<file path="config.mk">
export PLATFORM = sky130hd
export DESIGN_NAME = form_query_string_splitter_flat
export DESIGN_NICKNAME = d
export VERILOG_FILES = /design/src/fsp_pkg.sv /design/src/fsp_req_if.sv /design/src/fsp_rsp_if.sv /design/src/fsp_decoder.sv /design/src/form_query_string_splitter.sv /design/src/flat_wrapper.sv
export SDC_FILE = /design/constraint.sdc
export NUM_CORES = 1
export LEC_CHECK = 0
export ABC_AREA = 1
export BUFFER_PORTS_ARGS = -buffer_cell sky130_fd_sc_hd__buf_2
export CORE_MARGIN = 2
export CORE_UTILIZATION = 45
export CTS_BUF_LIST = sky130_fd_sc_hd__clkbuf_8
export CTS_CLUSTER_DIAMETER = 100
export DETAILED_ROUTE_END_ITERATION = 10
export PLACE_DENSITY = 0.73
export SYNTH_ARGS = -nofsm -noshare
export SYNTH_HDL_FRONTEND = slang
export SYNTH_SLANG_ARGS = --single-unit
</file>
<file path="constraint.sdc">
create_clock -name clock -period 4.1 [get_ports clock]
set_input_delay 0.82 -clock clock [delete_from_list [all_inputs] [get_ports clock]]
set_output_delay 0.82 -clock clock [all_outputs]
set_load 0.01 [all_outputs]
</file>
<file path="src/fsp_pkg.sv">
package fsp_pkg;

   localparam logic [7:0] CHAR_EQUALS  = 8'h3D;
   localparam logic [7:0] CHAR_AMP     = 8'h26;
   localparam logic [7:0] CHAR_PLUS    = 8'h2B;
   localparam logic [7:0] CHAR_PERCENT = 8'h25;
   localparam logic [7:0] CHAR_SPACE   = 8'h20;
   localparam logic [7:0] CHAR_UPPER_A = 8'h41;
   localparam logic [7:0] CHAR_ZERO    = 8'h30;
   localparam logic [7:0] CASE_MASK    = 8'hDF;
   localparam logic [7:0] HEX_TEN      = 8'h0A;

   typedef enum logic [2:0] {
      ESC_IDLE = 3'b001,
      ESC_HIGH = 3'b010,
      ESC_LOW  = 3'b100
   } esc_state_type;

   typedef struct packed {
      logic          value_phase;
      esc_state_type escape_phase;
      logic [7:0]    first_digit_value;
   } parse_state_type;

   typedef struct packed {
      logic       has_byte;
      logic [7:0] out_byte;
      logic       in_value;
      logic       field_end;
      logic       pair_end;
   } result_type;

   // digit value, wraps mod 256 for non-hex characters
   function automatic logic [7:0] hex_of(input logic [7:0] c);
      logic [7:0] v;
      if (c >= CHAR_UPPER_A) begin
         v = (c & CASE_MASK) - CHAR_UPPER_A + HEX_TEN;
      end else begin
         v = c - CHAR_ZERO;
      end
      return v;
   endfunction

endpackage

</file>
<file path="src/fsp_req_if.sv">
interface fsp_req_if;
   logic       valid;
   logic       ready;
   logic [7:0] in_byte;
   logic       last;

   modport source (output valid, output in_byte, output last, input ready);
   modport sink (input valid, input in_byte, input last, output ready);
endinterface

</file>
<file path="src/fsp_rsp_if.sv">
interface fsp_rsp_if;
   logic       valid;
   logic       ready;
   logic       has_byte;
   logic [7:0] out_byte;
   logic       in_value;
   logic       field_end;
   logic       pair_end;

   modport source (output valid, output has_byte, output out_byte, output in_value,
                   output field_end, output pair_end, input ready);
   modport sink (input valid, input has_byte, input out_byte, input in_value,
                 input field_end, input pair_end, output ready);
endinterface

</file>
<file path="src/fsp_decoder.sv">
module fsp_decoder (
   input  fsp_pkg::parse_state_type state,
   input  logic [7:0]               in_byte,
   input  logic                     last,
   output fsp_pkg::parse_state_type state_next,
   output fsp_pkg::result_type      result,
   output logic                     emit
);

   logic [7:0] delim;
   logic [7:0] c;
   logic [7:0] hex_c;
   logic       has;
   logic       fe;
   logic       pe;
   logic [7:0] ob;
   fsp_pkg::parse_state_type nxt;

   assign delim = state.value_phase ? fsp_pkg::CHAR_AMP : fsp_pkg::CHAR_EQUALS;
   assign c     = (in_byte == fsp_pkg::CHAR_PLUS) ? fsp_pkg::CHAR_SPACE : in_byte;
   assign hex_c = fsp_pkg::hex_of(c);

   always_comb begin
      nxt = state;
      has = 1'b0;
      fe  = 1'b0;
      pe  = 1'b0;
      ob  = 8'h00;
      if (in_byte == delim) begin
         // escape cut short by a delimiter gives a zero byte
         has              = (state.escape_phase != fsp_pkg::ESC_IDLE);
         nxt.escape_phase = fsp_pkg::ESC_IDLE;
         fe               = 1'b1;
         if (state.value_phase) begin
            pe              = 1'b1;
            nxt.value_phase = 1'b0;
         end else if (last) begin
            pe = 1'b1;
         end else begin
            nxt.value_phase = 1'b1;
         end
      end else begin
         unique case (state.escape_phase)
            fsp_pkg::ESC_IDLE: begin
               if (c == fsp_pkg::CHAR_PERCENT) begin
                  nxt.escape_phase = fsp_pkg::ESC_HIGH;
               end else begin
                  has = 1'b1;
                  ob  = c;
               end
            end
            fsp_pkg::ESC_HIGH: begin
               nxt.first_digit_value = {hex_c[3:0], 4'h0};
               nxt.escape_phase      = fsp_pkg::ESC_LOW;
            end
            fsp_pkg::ESC_LOW: begin
               has              = 1'b1;
               ob               = state.first_digit_value + hex_c;
               nxt.escape_phase = fsp_pkg::ESC_IDLE;
            end
            default: begin
               nxt.escape_phase = fsp_pkg::ESC_IDLE;
            end
         endcase
         if (last) begin
            if (nxt.escape_phase != fsp_pkg::ESC_IDLE) begin
               has = 1'b1;
               ob  = 8'h00;
            end
            fe = 1'b1;
            pe = 1'b1;
         end
      end
      if (last) begin
         nxt.value_phase       = 1'b0;
         nxt.escape_phase      = fsp_pkg::ESC_IDLE;
         nxt.first_digit_value = 8'h00;
      end
   end

   assign state_next       = nxt;
   assign emit             = has | fe;
   assign result.has_byte  = has;
   assign result.out_byte  = has ? ob : 8'h00;
   assign result.in_value  = state.value_phase;
   assign result.field_end = fe;
   assign result.pair_end  = pe;

endmodule

</file>
<file path="src/form_query_string_splitter.sv">
// A result is registered and appears on rsp_ch in the cycle after its byte is taken.
// Throughput: one byte per cycle; the single result register is refilled in
// the cycle it is drained, so only a stalled rsp_ch holds off req_ch.
// Some bytes (a percent sign, a first escape digit) give no result.
// Reset (synchronous, active high) returns the parser to name collection with
// no escape pending and empties the result register.
module form_query_string_splitter (
   input logic      clock,
   input logic      reset,
   fsp_req_if.sink  req_ch,
   fsp_rsp_if.source rsp_ch
);

   fsp_pkg::parse_state_type state_ff;
   fsp_pkg::parse_state_type state_in;
   fsp_pkg::result_type      result_ff;
   fsp_pkg::result_type      result_in;
   logic                     rsp_valid_ff;
   logic                     emit;
   logic                     accept;

   fsp_decoder u_decoder (
      .state      (state_ff),
      .in_byte    (req_ch.in_byte),
      .last       (req_ch.last),
      .state_next (state_in),
      .result     (result_in),
      .emit       (emit)
   );

   assign req_ch.ready = !rsp_valid_ff || rsp_ch.ready;
   assign accept       = req_ch.valid && req_ch.ready;

   always_ff @(posedge clock) begin
      if (reset) begin
         state_ff.value_phase       <= 1'b0;
         state_ff.escape_phase      <= fsp_pkg::ESC_IDLE;
         state_ff.first_digit_value <= 8'h00;
         rsp_valid_ff               <= 1'b0;
      end else begin
         if (accept) begin
            state_ff <= state_in;
         end
         if (rsp_ch.ready) begin
            rsp_valid_ff <= 1'b0;
         end
         if (accept && emit) begin
            rsp_valid_ff <= 1'b1;
         end
      end
   end

   always_ff @(posedge clock) begin
      if (accept && emit) begin
         result_ff <= result_in;
      end
   end

   assign rsp_ch.valid     = rsp_valid_ff;
   assign rsp_ch.has_byte  = result_ff.has_byte;
   assign rsp_ch.out_byte  = result_ff.out_byte;
   assign rsp_ch.in_value  = result_ff.in_value;
   assign rsp_ch.field_end = result_ff.field_end;
   assign rsp_ch.pair_end  = result_ff.pair_end;

endmodule

</file>
<file path="src/flat_wrapper.sv">
// flat-port wrapper written by rule: the top's interface ports become plain ports
module form_query_string_splitter_flat 
  (clock, reset, req_ch_valid, req_ch_in_byte, req_ch_last, req_ch_ready, rsp_ch_valid, rsp_ch_has_byte, rsp_ch_out_byte, rsp_ch_in_value, rsp_ch_field_end, rsp_ch_pair_end, rsp_ch_ready);
  fsp_req_if req_ch_i ();
  fsp_rsp_if rsp_ch_i ();
  input logic clock;
  input logic reset;
  input wire logic [$bits(req_ch_i.valid)-1:0] req_ch_valid;
  input wire logic [$bits(req_ch_i.in_byte)-1:0] req_ch_in_byte;
  input wire logic [$bits(req_ch_i.last)-1:0] req_ch_last;
  output wire logic [$bits(req_ch_i.ready)-1:0] req_ch_ready;
  output wire logic [$bits(rsp_ch_i.valid)-1:0] rsp_ch_valid;
  output wire logic [$bits(rsp_ch_i.has_byte)-1:0] rsp_ch_has_byte;
  output wire logic [$bits(rsp_ch_i.out_byte)-1:0] rsp_ch_out_byte;
  output wire logic [$bits(rsp_ch_i.in_value)-1:0] rsp_ch_in_value;
  output wire logic [$bits(rsp_ch_i.field_end)-1:0] rsp_ch_field_end;
  output wire logic [$bits(rsp_ch_i.pair_end)-1:0] rsp_ch_pair_end;
  input wire logic [$bits(rsp_ch_i.ready)-1:0] rsp_ch_ready;
  assign req_ch_i.valid = req_ch_valid;
  assign req_ch_i.in_byte = req_ch_in_byte;
  assign req_ch_i.last = req_ch_last;
  assign req_ch_ready = req_ch_i.ready;
  assign rsp_ch_valid = rsp_ch_i.valid;
  assign rsp_ch_has_byte = rsp_ch_i.has_byte;
  assign rsp_ch_out_byte = rsp_ch_i.out_byte;
  assign rsp_ch_in_value = rsp_ch_i.in_value;
  assign rsp_ch_field_end = rsp_ch_i.field_end;
  assign rsp_ch_pair_end = rsp_ch_i.pair_end;
  assign rsp_ch_i.ready = rsp_ch_ready;
  form_query_string_splitter u_core (.clock(clock), .reset(reset), .req_ch(req_ch_i), .rsp_ch(rsp_ch_i));
endmodule
</file>
==> Word-level counts from Yosys, hierarchy flattened <==
Index checks and enable logic that the tools add are counted.
{ "word_totals": {"register_bits": 25, "out_inout_bits": 14, "wordCells": 62, "in_bits": 13} }
{ "op_classes": {"n_lt_le_gt_ge": 1, "muxes": 27, "addsub": 4, "bitwise_logic": 2, "reduce_logical": 10, "eq_ne": 9} }
{ "ops": {"columns": ["operator", "n"], "rows": [
  ["two-way mux 8 bit", 7],
  ["== test 8 x 6 -> 1 bit (second input constant)", 2],
  ["one-hot mux 8 bit (2 select lines)", 1],
  ["two-way mux 1 bit", 12],
  ["two-way mux 12 bit", 1],
  ["two-way mux 3 bit", 3],
  ["adder 8 x 4 -> 8 bit (second input constant)", 1],
  ["adder 8 bit", 1],
  ["== test 8 bit", 1],
  ["greater-or-equal comparator 8 x 7 -> 1 bit (second input constant)", 1],
  ["subtractor 8 x 6 -> 8 bit (second input constant)", 1],
  ["subtractor 8 x 7 -> 8 bit (second input constant)", 1],
  ["!= test 3 x 1 -> 1 bit (second input constant)", 2],
  ["one-hot mux 3 bit (2 select lines)", 1],
  ["nonzero test 2 bit", 3],
  ["two-way mux 5 bit", 1],
  ["== test 3 x 1 -> 1 bit (second input constant)", 1],
  ["== test 3 x 2 -> 1 bit (second input constant)", 1],
  ["== test 3 bit (second input constant)", 1],
  ["AND reduction 3 bit", 1],
  ["logical AND 1 bit", 2],
  ["!= test 2 bit (second input constant)", 1],
  ["one-hot mux 1 bit (2 select lines)", 1],
  ["AND reduction 2 bit", 1],
  ["other kinds (5)", 5]
]} }

==> Depth between registers and ports, before layout <==
Gate-level depths: netlist of run 1.
{ "logic_depth": {"depth_word": 13, "ltp_mapped": 22, "ltp_nobuf": 21} }

==> By module <==
From an unflattened synthesis of run 1, not the netlist that was laid out.
{ "hier_totals": {"hier_cells": 305, "area_unflattened_um2": 2187.1} }
{ "modules_own_cells": {"columns": ["module", "seq_area_each_um2", "instances", "area_per_inst_um2", "cells_each"], "rows": [
  ["fsp_decoder", 0.0, 1, 1182.4, 206],
  ["form_query_string_splitter", 620.6, 1, 1004.7, 99]
]} }

==> Worst setup path after synthesis of run 1 <==
Ideal clock, no wire load.
{ "synth_timing": {"path_type": "input port to flip-flop", "startpoint": "input req_ch_in_byte[4]", "endpoint": "register u_core.result_ff, in the netlist u_core.rsp_ch.out_byte[6] (data pin)", "slack_ns": 0.933, "t_required_ns": 3.962, "cell_stages": 21, "t_arrival_ns": 3.029, "cell_sequence": "inv_1 > ha_1 > nand2_1 > nor2_2 > nand2_4 > nand2_2 > nand3_1 > nand2_1 > inv_2 > nand2_4 > buf_8 > nand3_1 > xnor2_1 > inv_1 > ha_1 > inv_1 > fa_1 > xor2_1 > o22ai_1 > inv_1 > nor2_1"} }
{ "synth_via": {"elab_chain_len": 12} }
{ "synth_lines": {"columns": ["item", "line", "source"], "rows": [
  ["from (decl)", "flat_wrapper.sv:9", "input wire logic [$bits(req_ch_i.in_byte)-1:0] req_ch_in_byte;"],
  ["parallel branches: the longest is 12 deep, another holds subtractor 8 x 7 -> 8 bit", null, null],
  ["to (signal assigned)", "form_query_string_splitter.sv:55", "result_ff <= result_in;"],
  ["to (decl)", "form_query_string_splitter.sv:16", "fsp_pkg::result_type result_ff;"]
]} }
Parallel ways; which one is timed is not known. The select of a mux whose other input is x is not followed.
A chain may end at the register's enable or synchronous reset.

==> Worst setup path after layout of run 1 <==
Same ends and word-level chain as after synthesis.

==> impl_metrics.ini, run 1 <==
[pwr]
p_leak_nw = 0.902
ir_drop_mv = 0.105
totalPowerFinal_uw = 529
p_per_area_nw_per_um2 = 286

[clock_network]
clkLatencyLatePin_ps = 270
holdBufCountCts = 0
clkSinkCount = 21
cts_buffers = 3
cts_tree = built
clockRootBuffer = clkbuf_8
clkSlewWorstSetupHoldPaths_ps = 80
cts_resized = 0
htreeDepth = 1
post_cts_buffers = 0
cts.path.max_buffers = 2

[grt]
grt_max_degree = 14
antenna_found_initial = 0
grt_pass1_vias = 1272
grt_usage_pct = 18.0
gr-total-overflow = 0
grt_pass1_wl_mm = 5.69

[place]
dpl.cell_count = 274
hpwl_mm = 2.73
dp_slack_ps = 558
port_buffers = 26
gp_congestion = 0.872

[floorplanning]
die_w_um = 64.2
coreArea_um2 = 3420
start_util_pct = 47.7
num_rows = 21
die_h_um = 64.2
die_area_um2 = 4120
ioPinCount = 27

[drt]
detail-route-antenna-nets = 0
drt_iter0_drc = 57
wl_per_cell_um = 12.2
drc = 0
viasPerCell = 5.01
first_pass_iters = 4
vias = 1392
drt-total-wl_mm = 3.39

[yosys]
ys_types = 33
ys_warn_count = 0
synth_area_um2 = 1630
yosysSeqAreaShare_pct = 33.2
ys_top_cells_by_area = edfxtp_1, dfxtp_1, ha_1
yosysTopAreaCellShare_pct = 22.1
syn-num-nets = 229
yosys.area.top_type = edfxtp_1
synth_cells = 203
avgSynthCellArea_um2 = 8.02
ys_ff_latch = 21

[worst_setup_path]
cp_data_required_time_ps = 4230
critPathMaxFanout = 13
worstSetupPathType = in -> reg
slowest_stage = fa_1
cp.arrival_ps = 3430
path_cells = buf_2, inv_1, ha_1, nand2_1, nor2_2, nand2_4, nand2_2, nand3_1, nand2_1, inv_2, nand2_4, nand3_1, xnor2_1, inv_1, ha_1, inv_1, fa_1, xor2_1, o22ai_1, inv_1, nor2_1
startpoint_type = input port
slowest_delay_ps = 390
cp-end-kind = flop
crit_path_frequent_cell = inv_1

[timing]
hold_viol = 0
setup_slack_ps = 799
clock_skew_ps = 10.9
drv_slew = 0
setup_tns_ps = 0
min_period_ps = 3300
max_freq_mhz = 303
slew_headroom_pct = 75.7
rsz0062_at_grt = no
worst_pin_slew_ps = 363
layout_worst_path_cycle_share_pct = 80.5
finalSetupViolations = 0

[run]
drv_cap = 0

[final_layout]
fill_cells = 337
num-nets-final = 259
area_growth_syn_to_layout_pct = 13.6
utilization_pct = 54.2
antenna_cells = 0
drive_above_1_share_pct = 25.4
final_cells = 278

[min_path]
hold_class = reg -> reg

[status]
status = completed
## cell type report
type | instances | area [um2] | share of cell area (%)
clock inverters | 1 | 3.75 | 0.203
flip-flops and latches | 21 | 541 | 29.2
well taps | 46 | 57.6 | 3.11
multi-input cells | 141 | 923 | 49.9
clock buffers | 3 | 41.3 | 2.23
repair buffers | 27 | 138 | 7.44
inverters | 39 | 146 | 7.91
## where the power goes
| group | internal (mW) | switching [mW] | leakage [nW] | total (mW) |
|---|---|---|---|---|
| registers | 0.247 | 0.00659 | 0.193 | 0.253 |
| clock network | 0.0669 | 0.0651 | 0.0269 | 0.132 |
| logic | 0.0519 | 0.0915 | 0.682 | 0.143 |
## synthesized netlist by cell type (all sizes together)
cell type and n:
nand2 46, inv 38, nor2 19, a21oi 16, nand3 16, edfxtp 12
ha 12, dfxtp 9, o21ai 9, o211ai 6, xor2 3, a22oi 2
buf 2, nor3 2, or2 2, xnor2 2, a211oi 1, clkinv 1
fa 1, nor4 1, o21a 1, o21bai 1, o22ai 1
## layout by cell type, fill, tap and decap left out, drive strengths merged
cell type | Yosys | final
clkbuf | 0 | 3
nand3 | 16 | 16
nand2 | 46 | 46
o21ai | 9 | 9
xor2 | 3 | 3
buf | 2 | 27
nor4 | 1 | 1
a211oi | 1 | 1
a22oi | 2 | 2
nor3 | 2 | 2
nor2 | 19 | 19
o21a | 1 | 1
xnor2 | 2 | 2
clkinv | 1 | 1
or2 | 2 | 2
a21oi | 16 | 16
o211ai | 6 | 6
edfxtp | 12 | 12
dfxtp | 9 | 9
ha | 12 | 12
o22ai | 1 | 1
fa | 1 | 1
o21bai | 1 | 1
inv | 38 | 39
## worst paths after layout
check | endpoint | from | slack [ps] | cells after the start
max reg2reg | u_core.rsp_ch.out_byte[5] | u_core.state_ff[8] | 2210 | 7
max | u_core.rsp_ch.out_byte[6] | req_ch_in_byte[4] | 800 | 21
min | u_core.state_ff[6] | u_core.state_ff[6] | 480 | 2
min reg2reg | u_core.state_ff[6] | u_core.state_ff[6] | 480 | 2
## cells by family (layout without fill, tap and decap cells)
kind of cell	Yosys count	after routing	share of synthesized area, %
and+or+nand+nor	86	86	28.6
xor gates and xnor gates	5	5	2.69
DFF	21	21	33.2
adders and majority gates	13	13	10.4
AOI/OAI and AO/OA	37	37	15.0
buffers and inverters	41	70	10.1
## per-layer routing
layer	part of all wire (%)	vias up	global-route usage [%]	wire length (um)
met4	1.8	0	7.18	61
met1	45	635	22.7	1510
met3	4.2	5	2.64	142
met5	0	-	0	0
met2	49	33	30.7	1680
li1	-	719	-	-
## registers in the layout, summed over array words and instances (netlist names)
name                     count
u_core.state_ff              8
u_core.rsp_ch.out_byte       8
u_core.rsp_ch.in_value       1
u_core.rsp_ch.pair_end       1
u_core.rsp_ch.valid          1
u_core.rsp_ch.field_end      1
u_core.rsp_ch.has_byte       1
## through the flow
stage / hold slack [ps] / cell area [um2]
after CTS: 486 / 1850
after floorplan: 446 / 1630
after detailed placement: 474 / 1810
final: 480 / 1850
after global routing: 519 / 1850
after global placement: 469 / 1810
## worst max-delay path: cells and delay by family
family                     cells  cell delay, ps
xor gates and xnor gates       2             280
buffers and inverters          6             500
adders and majority gates      3             750
AOI/OAI and AO/OA              1             160
and+or+nand+nor                9             900
Power figures use the tool's default switching activity.
==> run 2, diff against run 1 <==
--- a/config.mk
+++ b/config.mk
@@ -12,7 +12,7 @@
 export CTS_BUF_LIST = sky130_fd_sc_hd__clkbuf_8
 export CTS_CLUSTER_DIAMETER = 100
 export DETAILED_ROUTE_END_ITERATION = 10
-export PLACE_DENSITY = 0.73
+export PLACE_DENSITY = 0.76
 export SYNTH_ARGS = -nofsm -noshare
 export SYNTH_HDL_FRONTEND = slang
 export SYNTH_SLANG_ARGS = --single-unit
==> constraint.sdc (replaced) <==
create_clock -name clock -period 2.84 [get_ports clock]
set_input_delay 0.568 -clock clock [delete_from_list [all_inputs] [get_ports clock]]
set_output_delay 0.568 -clock clock [all_outputs]
set_load 0.01 [all_outputs]
==> run 2 against run 1 <==
- hold slack gained 8.4 ps
- sequential power grew 44%
- die area is the same
- utilization grew 7.5 points
- wire length grew 5.5%
- worst setup slack lost 680 ps
- combinational power grew 69%
- critical path depth shrank 1
- critical path type unchanged
- critical endpoint is now u_core.rsp_ch.out_byte[7]
==> impl_metrics.ini, run 2 (synthesized netlist as in run 1, its figures left out) <==
[timing]
clock_skew_ps = 9.35
layout_worst_path_cycle_share_pct = 95.8
worst_pin_slew_ps = 357
timing.hold.ws_ps = 489
finalSetupViolations = 0
hold_viol = 0
max_freq_mhz = 368
slew_headroom_pct = 76.0
min_period_ps = 2720
drv_slew = 0

[final_layout]
antenna_cells = 0
utilization_pct = 61.7
area_growth_syn_to_layout_pct = 29.4
fill_cells = 287
drive_above_1_share_pct = 38.6
num-nets-final = 281
layout_commonest_cell = nand2_1
layout_common_cells = nand2_1, inv_1, buf_2, buf_4, nor2_1

[worst_setup_path]
path_cells = buf_2, inv_4, ha_4, nand2_2, nor2_4, nand2_4, nand2_4, buf_6, inv_1, o21ai_2, nand2_1, o21a_1, ha_1, a21oi_2, o21bai_1, xor2_1, inv_1, nand3_2, nand3_2, a21oi_2
slowest_delay_ps = 310
rrSetupSlack_ps = 880
cp.arrival_ps = 2830
worstSetupPathType = in -> reg
r2r-start = u_core.state_ff[8]
rr_endpoint = u_core.rsp_ch.out_byte[4]
cp_data_required_time_ps = 2950
cp-end-kind = flop
crit_family = compound AO/OA/AOI/OAI gates
worst-path-stages = 20
worstPathBufferInverterCount = 5
slowest_stage = ha_1
r2r_cells = 7
startpoint_type = input port
crit_start = req_ch_in_byte[7]
critPathMaxFanout = 5

[grt]
gr-total-overflow = 0
grtUsageMet1_pct = 24.8
grt_pass1_vias = 1285
use_met3_pct = 2.46
busiest_layer = met2
grt_pass1_wl_mm = 5.99
grt_usage_pct = 18.7
grt_max_degree = 13
antenna_found_initial = 0
grtUsageMet2_pct = 30.6

[place]
port_buffers = 26
hpwl_mm = 2.88
gp_congestion = 0.852

[floorplanning]
die_w_um = 64.2
start_util_pct = 47.7
ioPinCount = 27
coreArea_um2 = 3420
num_rows = 21
die_h_um = 64.2
die_area_um2 = 4120

[drt]
vias = 1486
drt-total-wl_mm = 3.58
first_pass_iters = 4
detail-route-antenna-nets = 0
drt_iter0_drc = 89
drc = 0
viasPerCell = 4.95
wl_per_cell_um = 11.9

[min_path]
hp-start = u_core.state_ff[7]
whs_endpoint = u_core.state_ff[7]
hold_class = reg -> reg
holdPathStages = 2

[clock_network]
clkLatencyLatePin_ps = 260
cts.path.max_buffers = 2
htreeDepth = 1
cts_buffers = 3
clkSlewWorstSetupHoldPaths_ps = 80
cts_tree = built
clockRootBuffer = clkbuf_8
clkSinkCount = 21
holdBufCountCts = 0

[run]
drv_cap = 0

[pwr]
ir_drop_mv = 0.171
p_int_uw = 550
seqPwrFrac_pct = 45.9
clkPwrFrac_pct = 23.9
switchingPower_uw = 246
p_leak_nw = 1.02
power_frac_comb_pct = 30.3
p_sw_share_pct = 30.9
p_per_area_nw_per_um2 = 378

[status]
status = completed
==> run 2: cell count changes in the layout (fill, tap and decap cells not counted), moves of 2 or more <==
cell     delta
a21oi_1     -2
a21oi_2     +2
buf_4      +21
ha_1        -3
ha_4        +2
inv_1       -5
inv_4       +2
nand2_4     +2
nand3_1     -3
nand3_2     +3
o21ai_0     -2
o21ai_2     +2
==> run 2: worst reg2reg max path, stage by stage, from the launching register on <==
cell and delay, ps:
dfxtp_1 410, inv_1 110, nor3_4 220, inv_1 150
nor2_4 230, nor2_1 110, o21ai_0 200, buf_4 230
==> run 2: worst max-delay path by stage <==
stage,slack [ps],end
CTS,30,u_core.rsp_ch.out_byte[7]
global placement,-170,u_core.rsp_ch.out_byte[7]
detailed placement,-210,u_core.rsp_ch.out_byte[7]
floorplan,1,u_core.rsp_ch.out_byte[5]
finish,120,u_core.rsp_ch.out_byte[7]
global route,-40,u_core.rsp_ch.out_byte[7]
==> run 2: layout make-up <==
type                            instances  area, um2  area share, %
Multi-Input combinational cell        141       1000           47.5
Sequential cell                        21        541           25.6
Timing Repair Buffer                   49        307           14.5
Inverter                               39        156           7.42
Tap cell                               46       57.6           2.73
Clock buffer                            3       41.3           1.96
Clock inverter                          1       5.00          0.237
==> run 2: through the flow <==
step / worst slack (ps) / std cells / area [um2] / power, mW / setup TNS [ps]
2_1_floorplan: 1.49 / 203 / 1690 / 0.521 / 0
3_3_place_gp: -168 / 295 / 2020 / 0.604 / -178
3_5_place_dp: -208 / 295 / 2020 / 0.606 / -407
4_1_cts: 27.0 / 299 / 2070 / 0.793 / 0
5_1_grt: -42.3 / 300 / 2110 / 0.845 / -42.3
6_report: 119 / 300 / 2110 / 0.796 / 0
==> run 2: what timing repair did <==
action,4_1_cts,5_1_grt
resized for setup,0,10
endpoints found under the setup margin,0,2
setup buffers,0,1
==> run 2: power by group through the flow <==
stage | clock (mW) | combinational, mW | sequential [mW]
2_1_floorplan | 0 | 0.134 | 0.387
3_3_place_gp | 0 | 0.232 | 0.372
3_5_place_dp | 0 | 0.233 | 0.373
4_1_cts | 0.193 | 0.235 | 0.366
5_1_grt | 0.209 | 0.268 | 0.368
6_report | 0.190 | 0.241 | 0.365
==> run 2: layer usage <==
metal  share of wire, %  routed length (um)  up-vias
met5                  0                   0        -
met4                1.8                  63        0
met3                3.9                 141        5
met2                 48                1730       54
met1                 46                1640      658
li1                   -                   -      769
